File: src/rtl/deq_pkg.sv
// Shared types and codes for the double-ended queue.
// Used by deq_front, deq_back and the top level; depends on nothing.
package deq_pkg;

    // Default queue depth and field widths
    localparam int DEQ_DEPTH  = 64;
    localparam int DATA_W     = 32;
    localparam int OPCODE_W   = 3;
    localparam int STATUS_W   = 2;
    localparam int CMDQ_DEPTH = 2;

    // Request opcodes
    localparam logic [OPCODE_W-1:0] OP_PUSH_FRONT = 3'd0;
    localparam logic [OPCODE_W-1:0] OP_PUSH_BACK  = 3'd1;
    localparam logic [OPCODE_W-1:0] OP_POP_FRONT  = 3'd2;
    localparam logic [OPCODE_W-1:0] OP_POP_BACK   = 3'd3;
    localparam logic [OPCODE_W-1:0] OP_DUMP_FWD   = 3'd4;
    localparam logic [OPCODE_W-1:0] OP_DUMP_BWD   = 3'd5;

    // Result status codes
    localparam logic [STATUS_W-1:0] ST_DONE  = 2'd0;
    localparam logic [STATUS_W-1:0] ST_ELEM  = 2'd1;
    localparam logic [STATUS_W-1:0] ST_EMPTY = 2'd2;
    localparam logic [STATUS_W-1:0] ST_FULL  = 2'd3;

    // Decoded command
    typedef enum logic [2:0] {
        CMD_PUSH_FRONT,
        CMD_PUSH_BACK,
        CMD_POP_FRONT,
        CMD_POP_BACK,
        CMD_DUMP_FWD,
        CMD_DUMP_BWD
    } t_cmd;

    // One queued request between front and back
    typedef struct packed {
        t_cmd              cmd;
        logic [DATA_W-1:0] value;
    } t_cmd_req;

    // Back-end sequencer states
    typedef enum logic {
        BK_IDLE,
        BK_DUMP
    } t_back_state;

endpackage

File: src/rtl/double_ended_queue.sv
// Top level of the bounded double-ended queue of signed 32-bit values.
// Depends on deq_pkg, deq_front, deq_back and deq_ram.
//
//  channel   dir  handshake                    payload
//  s_axis    in   s_axis_tvalid/s_axis_tready  tuser=opcode[2:0], tdata=value[31:0]
//  m_axis    out  m_axis_tvalid/m_axis_tready  tuser=status[1:0], tdata=element[31:0],
//                                              tlast=last
//
// Push and pop are executed without leaving the idle state; with the two-entry command queue
// a request can be taken every cycle while the output is drained.
// A dump first issues a store read, then emits one element per cycle from the single read
// port while the output is not stalled; new commands wait meanwhile.
// Reset clears pointers and count; the store needs no clearing.
// Output stalls hold the result register; the command queue fills behind it.
module double_ended_queue #(
    parameter int DEPTH = deq_pkg::DEQ_DEPTH
) (
    input  logic                          i_clk,
    input  logic                          i_rst_n,
    input  logic                          s_axis_tvalid,
    output logic                          s_axis_tready,
    input  logic [deq_pkg::DATA_W-1:0]    s_axis_tdata,   // [31:0] value
    input  logic [deq_pkg::OPCODE_W-1:0]  s_axis_tuser,   // [2:0] opcode
    output logic                          m_axis_tvalid,
    input  logic                          m_axis_tready,
    output logic [deq_pkg::DATA_W-1:0]    m_axis_tdata,   // [31:0] element
    output logic [deq_pkg::STATUS_W-1:0]  m_axis_tuser,   // [1:0] status
    output logic                          m_axis_tlast
);
    import deq_pkg::*;

    localparam int AW = $clog2(DEPTH);

    logic              cmd_valid, cmd_ready;
    t_cmd_req          cmd;
    logic              ram_we, ram_re;
    logic [AW-1:0]     ram_waddr, ram_raddr;
    logic [DATA_W-1:0] ram_wdata, ram_rdata;

    // Request intake and decode
    deq_front u_front (
        .i_clk       (i_clk),
        .i_rst_n     (i_rst_n),
        .i_valid     (s_axis_tvalid),
        .o_ready     (s_axis_tready),
        .i_opcode    (s_axis_tuser),
        .i_value     (s_axis_tdata),
        .o_cmd_valid (cmd_valid),
        .i_cmd_ready (cmd_ready),
        .o_cmd       (cmd)
    );

    // Execution and result generation
    deq_back #(
        .DEPTH (DEPTH)
    ) u_back (
        .i_clk       (i_clk),
        .i_rst_n     (i_rst_n),
        .i_cmd_valid (cmd_valid),
        .o_cmd_ready (cmd_ready),
        .i_cmd       (cmd),
        .o_ram_we    (ram_we),
        .o_ram_waddr (ram_waddr),
        .o_ram_wdata (ram_wdata),
        .o_ram_re    (ram_re),
        .o_ram_raddr (ram_raddr),
        .i_ram_rdata (ram_rdata),
        .o_valid     (m_axis_tvalid),
        .i_ready     (m_axis_tready),
        .o_status    (m_axis_tuser),
        .o_element   (m_axis_tdata),
        .o_last      (m_axis_tlast)
    );

    // Circular element store
    deq_ram #(
        .WIDTH (DATA_W),
        .DEPTH (DEPTH)
    ) u_store (
        .i_clk   (i_clk),
        .i_we    (ram_we),
        .i_waddr (ram_waddr),
        .i_wdata (ram_wdata),
        .i_re    (ram_re),
        .i_raddr (ram_raddr),
        .o_rdata (ram_rdata)
    );

endmodule

File: src/rtl/deq_ram.sv
// Generic single-write, single-read RAM with registered read data.
// No dependencies.
module deq_ram #(
    parameter int WIDTH = 32,
    parameter int DEPTH = 64
) (
    input  logic                     i_clk,
    input  logic                     i_we,
    input  logic [$clog2(DEPTH)-1:0] i_waddr,
    input  logic [WIDTH-1:0]         i_wdata,
    input  logic                     i_re,
    input  logic [$clog2(DEPTH)-1:0] i_raddr,
    output logic [WIDTH-1:0]         o_rdata
);

    logic [WIDTH-1:0] r_mem [DEPTH];
    logic [WIDTH-1:0] r_rdata;

    // Write port
    always_ff @(posedge i_clk) begin
        if (i_we) begin
            r_mem[i_waddr] <= i_wdata;
        end
    end

    // Read port, data held until the next read
    always_ff @(posedge i_clk) begin
        if (i_re) begin
            r_rdata <= r_mem[i_raddr];
        end
    end

    assign o_rdata = r_rdata;

endmodule

File: src/rtl/deq_front.sv
// Front end: accepts requests, decodes the opcode and queues the command.
// Depends on deq_pkg.
module deq_front (
    input  logic                            i_clk,
    input  logic                            i_rst_n,
    input  logic                            i_valid,
    output logic                            o_ready,
    input  logic [deq_pkg::OPCODE_W-1:0]    i_opcode,
    input  logic [deq_pkg::DATA_W-1:0]      i_value,
    output logic                            o_cmd_valid,
    input  logic                            i_cmd_ready,
    output deq_pkg::t_cmd_req               o_cmd
);
    import deq_pkg::*;

    localparam int QW = $clog2(CMDQ_DEPTH);
    localparam int CW = $clog2(CMDQ_DEPTH + 1);

    t_cmd_req          r_q [CMDQ_DEPTH];
    logic [QW-1:0]     r_wr_ptr, r_rd_ptr;
    logic [CW-1:0]     r_cnt;

    logic              op_ok;
    t_cmd              dec_cmd;
    logic              push, pop;

    // Opcode decode; unused codes produce nothing
    always_comb begin
        op_ok   = 1'b1;
        dec_cmd = CMD_PUSH_FRONT;
        unique case (i_opcode)
            OP_PUSH_FRONT: dec_cmd = CMD_PUSH_FRONT;
            OP_PUSH_BACK:  dec_cmd = CMD_PUSH_BACK;
            OP_POP_FRONT:  dec_cmd = CMD_POP_FRONT;
            OP_POP_BACK:   dec_cmd = CMD_POP_BACK;
            OP_DUMP_FWD:   dec_cmd = CMD_DUMP_FWD;
            OP_DUMP_BWD:   dec_cmd = CMD_DUMP_BWD;
            default:       op_ok   = 1'b0;
        endcase
    end

    assign o_ready     = (r_cnt != CW'(CMDQ_DEPTH));
    assign push        = i_valid && o_ready && op_ok;
    assign o_cmd_valid = (r_cnt != '0);
    assign pop         = o_cmd_valid && i_cmd_ready;
    assign o_cmd       = r_q[r_rd_ptr];

    // Command queue storage
    always_ff @(posedge i_clk) begin
        if (push) begin
            r_q[r_wr_ptr] <= '{cmd: dec_cmd, value: i_value};
        end
    end

    // Queue pointers and fill
    always_ff @(posedge i_clk) begin
        if (!i_rst_n) begin
            r_wr_ptr <= '0;
            r_rd_ptr <= '0;
            r_cnt    <= '0;
        end else begin
            if (push) begin
                r_wr_ptr <= r_wr_ptr + QW'(1);
            end
            if (pop) begin
                r_rd_ptr <= r_rd_ptr + QW'(1);
            end
            if (push && !pop) begin
                r_cnt <= r_cnt + CW'(1);
            end else if (pop && !push) begin
                r_cnt <= r_cnt - CW'(1);
            end
        end
    end

endmodule

File: src/rtl/deq_back.sv
// Back end: holds the queue pointers, executes commands, walks dumps
// and drives the result register. Depends on deq_pkg; drives deq_ram.
module deq_back #(
    parameter int DEPTH = deq_pkg::DEQ_DEPTH
) (
    input  logic                            i_clk,
    input  logic                            i_rst_n,
    input  logic                            i_cmd_valid,
    output logic                            o_cmd_ready,
    input  deq_pkg::t_cmd_req               i_cmd,
    output logic                            o_ram_we,
    output logic [$clog2(DEPTH)-1:0]        o_ram_waddr,
    output logic [deq_pkg::DATA_W-1:0]      o_ram_wdata,
    output logic                            o_ram_re,
    output logic [$clog2(DEPTH)-1:0]        o_ram_raddr,
    input  logic [deq_pkg::DATA_W-1:0]      i_ram_rdata,
    output logic                            o_valid,
    input  logic                            i_ready,
    output logic [deq_pkg::STATUS_W-1:0]    o_status,
    output logic [deq_pkg::DATA_W-1:0]      o_element,
    output logic                            o_last
);
    import deq_pkg::*;

    localparam int AW = $clog2(DEPTH);
    localparam int SW = AW + 1;
    localparam int CW = $clog2(DEPTH + 1);

    t_back_state        r_state, n_state;
    logic [AW-1:0]      r_front, n_front;
    logic [CW-1:0]      r_count, n_count;
    logic [AW-1:0]      r_idx, n_idx;
    logic               r_bwd, n_bwd;
    logic               r_out_valid, n_out_valid;
    logic [STATUS_W-1:0] r_status, n_status;
    logic [DATA_W-1:0]  r_elem, n_elem;
    logic               r_last, n_last;

    logic               out_free, full, empty, dump_last;
    logic [AW-1:0]      front_dec;

    // Physical slot of an offset from the front, wrapped at DEPTH
    function automatic logic [AW-1:0] slot(input logic [AW-1:0] front,
                                           input logic [AW-1:0] off);
        logic [SW-1:0] s;
        s = {1'b0, front} + {1'b0, off};
        if (s >= SW'(DEPTH)) begin
            s = s - SW'(DEPTH);
        end
        return s[AW-1:0];
    endfunction

    // Offset of the k-th dumped element for either direction
    function automatic logic [AW-1:0] dump_off(input logic bwd,
                                               input logic [CW-1:0] cnt,
                                               input logic [AW-1:0] k);
        logic [CW-1:0] t;
        t = bwd ? (cnt - CW'(1) - CW'(k)) : CW'(k);
        return t[AW-1:0];
    endfunction

    assign out_free  = !r_out_valid || i_ready;
    assign full      = (r_count == CW'(DEPTH));
    assign empty     = (r_count == '0);
    assign dump_last = ((CW'(r_idx) + CW'(1)) == r_count);
    assign front_dec = (r_front == '0) ? AW'(DEPTH - 1) : (r_front - AW'(1));

    // Command execution and dump sequencing
    always_comb begin
        n_state     = r_state;
        n_front     = r_front;
        n_count     = r_count;
        n_idx       = r_idx;
        n_bwd       = r_bwd;
        n_out_valid = r_out_valid && !i_ready;
        n_status    = r_status;
        n_elem      = r_elem;
        n_last      = r_last;
        o_cmd_ready = 1'b0;
        o_ram_we    = 1'b0;
        o_ram_waddr = r_front;
        o_ram_wdata = i_cmd.value;
        o_ram_re    = 1'b0;
        o_ram_raddr = r_front;

        unique case (r_state)
            BK_IDLE: begin
                if (i_cmd_valid && out_free) begin
                    o_cmd_ready = 1'b1;
                    n_out_valid = 1'b1;
                    n_status    = ST_DONE;
                    n_elem      = '0;
                    n_last      = 1'b1;
                    unique case (i_cmd.cmd) inside
                        CMD_PUSH_FRONT: begin
                            if (full) begin
                                n_status = ST_FULL;
                            end else begin
                                o_ram_we    = 1'b1;
                                o_ram_waddr = front_dec;
                                n_front     = front_dec;
                                n_count     = r_count + CW'(1);
                            end
                        end
                        CMD_PUSH_BACK: begin
                            if (full) begin
                                n_status = ST_FULL;
                            end else begin
                                o_ram_we    = 1'b1;
                                o_ram_waddr = slot(r_front, r_count[AW-1:0]);
                                n_count     = r_count + CW'(1);
                            end
                        end
                        CMD_POP_FRONT: begin
                            if (empty) begin
                                n_status = ST_EMPTY;
                            end else begin
                                n_front = slot(r_front, AW'(1));
                                n_count = r_count - CW'(1);
                            end
                        end
                        CMD_POP_BACK: begin
                            if (empty) begin
                                n_status = ST_EMPTY;
                            end else begin
                                n_count = r_count - CW'(1);
                            end
                        end
                        CMD_DUMP_FWD, CMD_DUMP_BWD: begin
                            if (empty) begin
                                n_status = ST_EMPTY;
                            end else begin
                                // first read goes out now, results follow
                                n_out_valid = 1'b0;
                                n_bwd       = (i_cmd.cmd == CMD_DUMP_BWD);
                                n_idx       = '0;
                                o_ram_re    = 1'b1;
                                o_ram_raddr = slot(r_front,
                                    dump_off(i_cmd.cmd == CMD_DUMP_BWD, r_count, '0));
                                n_state     = BK_DUMP;
                            end
                        end
                        default: begin
                            n_out_valid = 1'b0;
                        end
                    endcase
                end
            end
            BK_DUMP: begin
                if (out_free) begin
                    n_out_valid = 1'b1;
                    n_status    = ST_ELEM;
                    n_elem      = i_ram_rdata;
                    n_last      = dump_last;
                    if (dump_last) begin
                        n_state = BK_IDLE;
                    end else begin
                        n_idx       = r_idx + AW'(1);
                        o_ram_re    = 1'b1;
                        o_ram_raddr = slot(r_front, dump_off(r_bwd, r_count, n_idx));
                    end
                end
            end
            default: begin
                n_state = BK_IDLE;
            end
        endcase
    end

    // Control state
    always_ff @(posedge i_clk) begin
        if (!i_rst_n) begin
            r_state     <= BK_IDLE;
            r_front     <= '0;
            r_count     <= '0;
            r_idx       <= '0;
            r_bwd       <= 1'b0;
            r_out_valid <= 1'b0;
        end else begin
            r_state     <= n_state;
            r_front     <= n_front;
            r_count     <= n_count;
            r_idx       <= n_idx;
            r_bwd       <= n_bwd;
            r_out_valid <= n_out_valid;
        end
    end

    // Result payload
    always_ff @(posedge i_clk) begin
        r_status <= n_status;
        r_elem   <= n_elem;
        r_last   <= n_last;
    end

    assign o_valid   = r_out_valid;
    assign o_status  = r_status;
    assign o_element = r_elem;
    assign o_last    = r_last;

    // Fill count never passes the depth
    a_count_bound: assert property (@(posedge i_clk) disable iff (!i_rst_n)
        r_count <= CW'(DEPTH))
        else $error("element count above depth");

    // Dump offset stays inside the held elements
    a_dump_idx: assert property (@(posedge i_clk) disable iff (!i_rst_n)
        (r_state == BK_DUMP) |-> (CW'(r_idx) < r_count))
        else $error("dump offset past element count");

    // Element field is zero unless an element is emitted
    a_elem_zero: assert property (@(posedge i_clk) disable iff (!i_rst_n)
        (r_out_valid && (r_status != ST_ELEM)) |-> (r_elem == '0))
        else $error("nonzero element on status result");

    // The final dump result returns the sequencer to idle
    a_dump_end: assert property (@(posedge i_clk) disable iff (!i_rst_n)
        ((r_state == BK_DUMP) && out_free && dump_last) |=> (r_state == BK_IDLE))
        else $error("dump did not end on last element");

    // A successful push grows the queue by one
    a_push_grow: assert property (@(posedge i_clk) disable iff (!i_rst_n)
        (o_cmd_ready && i_cmd_valid && !full && ((i_cmd.cmd == CMD_PUSH_FRONT)
         || (i_cmd.cmd == CMD_PUSH_BACK))) |=> (r_count == $past(r_count) + CW'(1)))
        else $error("push did not grow count");

endmodule

File: config.mk
export PLATFORM = sky130hd
export DESIGN_NAME = double_ended_queue
export DESIGN_NICKNAME = d
export VERILOG_FILES = /design/src/rtl/deq_pkg.sv /design/src/rtl/double_ended_queue.sv /design/src/rtl/deq_ram.sv /design/src/rtl/deq_front.sv /design/src/rtl/deq_back.sv
export SDC_FILE = /design/constraint.sdc
export NUM_CORES = 2
export LEC_CHECK = 0
export BUFFER_PORTS_ARGS = -buffer_cell sky130_fd_sc_hd__buf_2
export CAP_MARGIN = 30
export CORE_AREA = 4 4 429 431
export DETAILED_ROUTE_END_ITERATION = 16
export DIE_AREA = 0 0 433 435
export PLACE_DENSITY = 0.67
export SYNTH_ARGS = -nofsm -noshare
export SYNTH_HDL_FRONTEND = slang
export SYNTH_HIERARCHICAL = 1
export SYNTH_SLANG_ARGS = --single-unit
File: constraint.sdc
create_clock -name i_clk -period 6.4 [get_ports i_clk]
set_input_delay 1.28 -clock i_clk [delete_from_list [all_inputs] [get_ports i_clk]]
set_output_delay 1.28 -clock i_clk [all_outputs]
set_load 0.02 [all_outputs]
==> summary.txt <==
Power
  • Leakage: 0.02954 uW
  • P per Cell Area: 439.2 nW/um2
  • Worst vdd ir: 328.2 uV

Synth
  • Register bit total from synthesis: 2212
  • Mapped Area: 85920 um2
  • Sequential share of the synthesized area: 76.99%
  • Syn Nets: 4015
  • Predominant post-synthesis flop cell: edfxtp_1
  • Number of flops mapped to enable cells by yosys: 2185
  • Share of the synthesized area in the top cell type: 76.36%
  • Ys Warns: 6
  • Synth area leaders: edfxtp_1 76%, mux4_2 14%, mux2i_1 1.2%, nor2_1 0.79%, o22ai_1 0.64%
  • Synth area leader: edfxtp_1
  • Unique cell type count in the Yosys netlist: 67
  • Share of flip-flops with an asynchronous set or reset: 0%
  • Mapped Avg Cell Area: 21.78 um2
  • Mapped Cells: 3945

Cells and area
  • Layout area overhead: 13.17%
  • Nets@finish: 4248
  • Layout cells sized above 1: 27.98%
  • Filler instances: 13360
  • Final instance area: 97240 um2
  • Antenna fix cells: 0
  • Most frequent cells in the layout: 2185 x edfxtp_1, 544 x mux4_2, 216 x clkbuf_16
  • Most common cell after layout, fill and taps aside: edfxtp_1
  • Finished Core Util: 53.97%

Clock network
  • Worst-Skew Late Latency: 0.82 ns
  • TritonCTS Buffers: 210
  • CTS Buffer Depth: 3
  • H-tree levels: 4
  • CTS Hold Buffers Added: 0
  • Post-CTS Setup Inserts: 0
  • Clk sinks: 2212
  • Clk slew on worst S/H paths: 0.06 ns
  • CTS tree: built
  • Number of gates resized after CTS: 0
  • Root buffer cell: clkbuf_16

STA
  • Setup violators final: 0
  • Peak Freq: 176.8 MHz
  • Minimum clock period after layout: 5.656 ns
  • Slew headroom: 29.58%
  • Fin. max-slew vios: 0
  • Setup TNS: 0 ns
  • Unrepaired setup endpoints after global routing: no
  • Post-Route Skew: 0.03172 ns
  • Final period utilization: 88.38%
  • Fin. Hold Viols: 0
  • Tightest Pin Transition: 1.051 ns

Critical path
  • RR Startpoint: u_back/r_count[1]$_SDFFE_PN0P_
  • Setup slack, reg-to-reg: 0.74 ns
  • Crit end category: flop
  • Worst reg2reg path depth: 15
  • Critical path required time: 6.95 ns
  • CP Launch Type: flop
  • Worst EP arrival: 6.20 ns
  • WS Path Type: flop to flop
  • Crit path max fanout: 45
  • Reg2reg end: u_store/o_rdata[11]$_DFFE_PP_

Routing
  • DRC: 0
  • Vias: 41660
  • Via density: 6.200
  • Drt first pass iters: 5
  • WL final: 208.6 mm
  • Violation count after the first detailed-route iteration: 5857
  • WL/cell: 31.03 um
  • ANT nets after route: 0

Job
  • Max Cap Viol: 0

Placed design
  • IO buf count: 75
  • Hpwl dp: 120.3 mm
  • Dpl cell area: 90610 um2
  • Routability cong.: 0.8399

Global route
  • Vias in the first global route: 41500
  • Global-route wire length before repair: 301.3 mm
  • Initial antenna violation count: 6
  • GRT overflow: 0
  • GRT Overall Usage: 22.17%
  • Largest net degree at the start of global routing: 84

Hold path
  • Hold Path Cell Cnt: 2
  • HP Start: u_front/r_wr_ptr$_SDFFE_PN0P_
  • Worst hold endpoint: u_front/r_wr_ptr$_SDFFE_PN0P_
  • HP Class: flop to flop

Run status
  • Outcome: complete, no violations

Floorplanning
  • Die X: 433 um
  • Die height: 435 um
  • Row count: 156
  • Die area: 188400 um2
  • Initial Util: 47.69%
  • Top-level I/O count: 76
  • Core box area: 180200 um2
flip-flops by register name, summed over array words and instances (netlist names), 2 cells and up, named ones only:
signal            flops
u_store/r_mem      2048
u_back/o_status       2
u_back/r_idx          6
u_back/r_count        7
u_back/r_front        6
u_front/r_q          70
u_store/o_rdata      32
u_front/r_cnt         2
u_back/o_element     32
report_power, final:
part / switching (uW) / internal, uW
Combinational: 7720 / 4870
Clock: 5230 / 6820
Sequential: 218 / 17800
Total: 13200 / 29500
cell usage after synthesis (all sizes together), types with 4 or more instances:
cell type,n
ha,27
clkbuf,99
xor2,13
o32ai,4
inv,18
and2,40
mux2,38
a41o,4
or2,4
a31oi,7
nor2b,26
nand2b,16
o221ai,27
dfxtp,27
a311oi,9
o22ai,88
nand3,15
a21oi,99
nand4,6
or3,10
a21o,10
o21ai,25
mux4,544
mux2i,99
edfxtp,2185
a211oi,6
nand3b,7
o21bai,4
nor3,16
or3b,6
xnor2,25
nand2,58
a22oi,16
fa,4
buf,145
and3,8
nor2,181
worst max path at each step:
| stage | cells after the start | start | to | slack, ns |
|---|---|---|---|---|
| after floorplan | 14 | u_back/r_count[1]$_SDFFE_PN0P_ | u_store/r_mem[49][0]$_DFFE_PP_ | 1.05 |
| after global placement | 19 | u_back/r_count[1]$_SDFFE_PN0P_ | u_store/o_rdata[11]$_DFFE_PP_ | 0.41 |
| after detailed placement | 15 | u_back/r_count[0]$_SDFFE_PN0P_ | u_store/o_rdata[11]$_DFFE_PP_ | 0.78 |
| after CTS | 15 | u_back/r_count[0]$_SDFFE_PN0P_ | u_store/o_rdata[11]$_DFFE_PP_ | 0.74 |
| final | 15 | u_back/r_count[1]$_SDFFE_PN0P_ | u_store/o_rdata[11]$_DFFE_PP_ | 0.74 |
| after global routing | 21 | u_back/r_count[0]$_SDFFE_PN0P_ | u_store/o_rdata[21]$_DFFE_PP_ | 0.33 |
kinds of logic after synthesis:
family / count (synthesis) / share of synthesized area, %
muxes: 681 / 15.91
AOI/OAI and AO/OA: 319 / 2.410
adders and majority gates: 31 / 0.4864
buffers and inverters: 262 / 1.551
xor gates and xnor gates: 39 / 0.4136
DFF: 2212 / 76.99
and+or+nand+nor: 401 / 2.237
worst max-delay path, stage by stage, from the launching register on:
cell and delay (ns):
dfxtp_1 0.41, inv_1 0.12, ha_1 0.21, or3b_1 0.50, nor4_1 0.41, nor3b_1 0.11, buf_4 0.18, nand2b_1 0.28
nand2b_2 0.19, o21ai_4 0.33, buf_12 0.33, buf_12 0.38, mux4_2 0.56, mux4_2 0.53, o22ai_1 0.62, nor2_1 0.11
layout make-up:
cell class                 count  area [um2]  share of cell area [%]
clock inverter               108       998.5                   1.027
inverter                      18       67.56                 0.06948
tap                         2370        2965                   3.050
sequential                  2212       66160                   68.03
multi-input combinational   1471       19010                   19.55
clock buffer                 276        5630                   5.790
timing repair buffer         265        2411                   2.480
metrics by stage:
stage	total power, uW	instances	worst slack [ns]	hold slack (ns)
floorplan	26540	3945	1.046	0.4514
global placement	30790	6326	0.4080	0.4929
detailed placement	30970	6336	0.7820	0.5050
CTS	42940	6720	0.7418	0.5126
global route	44380	6720	0.3290	0.5489
finish	42700	6720	0.7440	0.5111
layer usage:
metal  up-vias  wire (um)  GRT usage (%)  part of all wire (%)
li1      16970          -              -                     -
met1     22290      84300          32.45                    40
met2      2115     101100          35.15                    48
met3       288      18630          3.934                   8.9
met4         0       4508          5.249                   2.2
met5         -          0              0                     0
(Power assumes the default switching activity.)
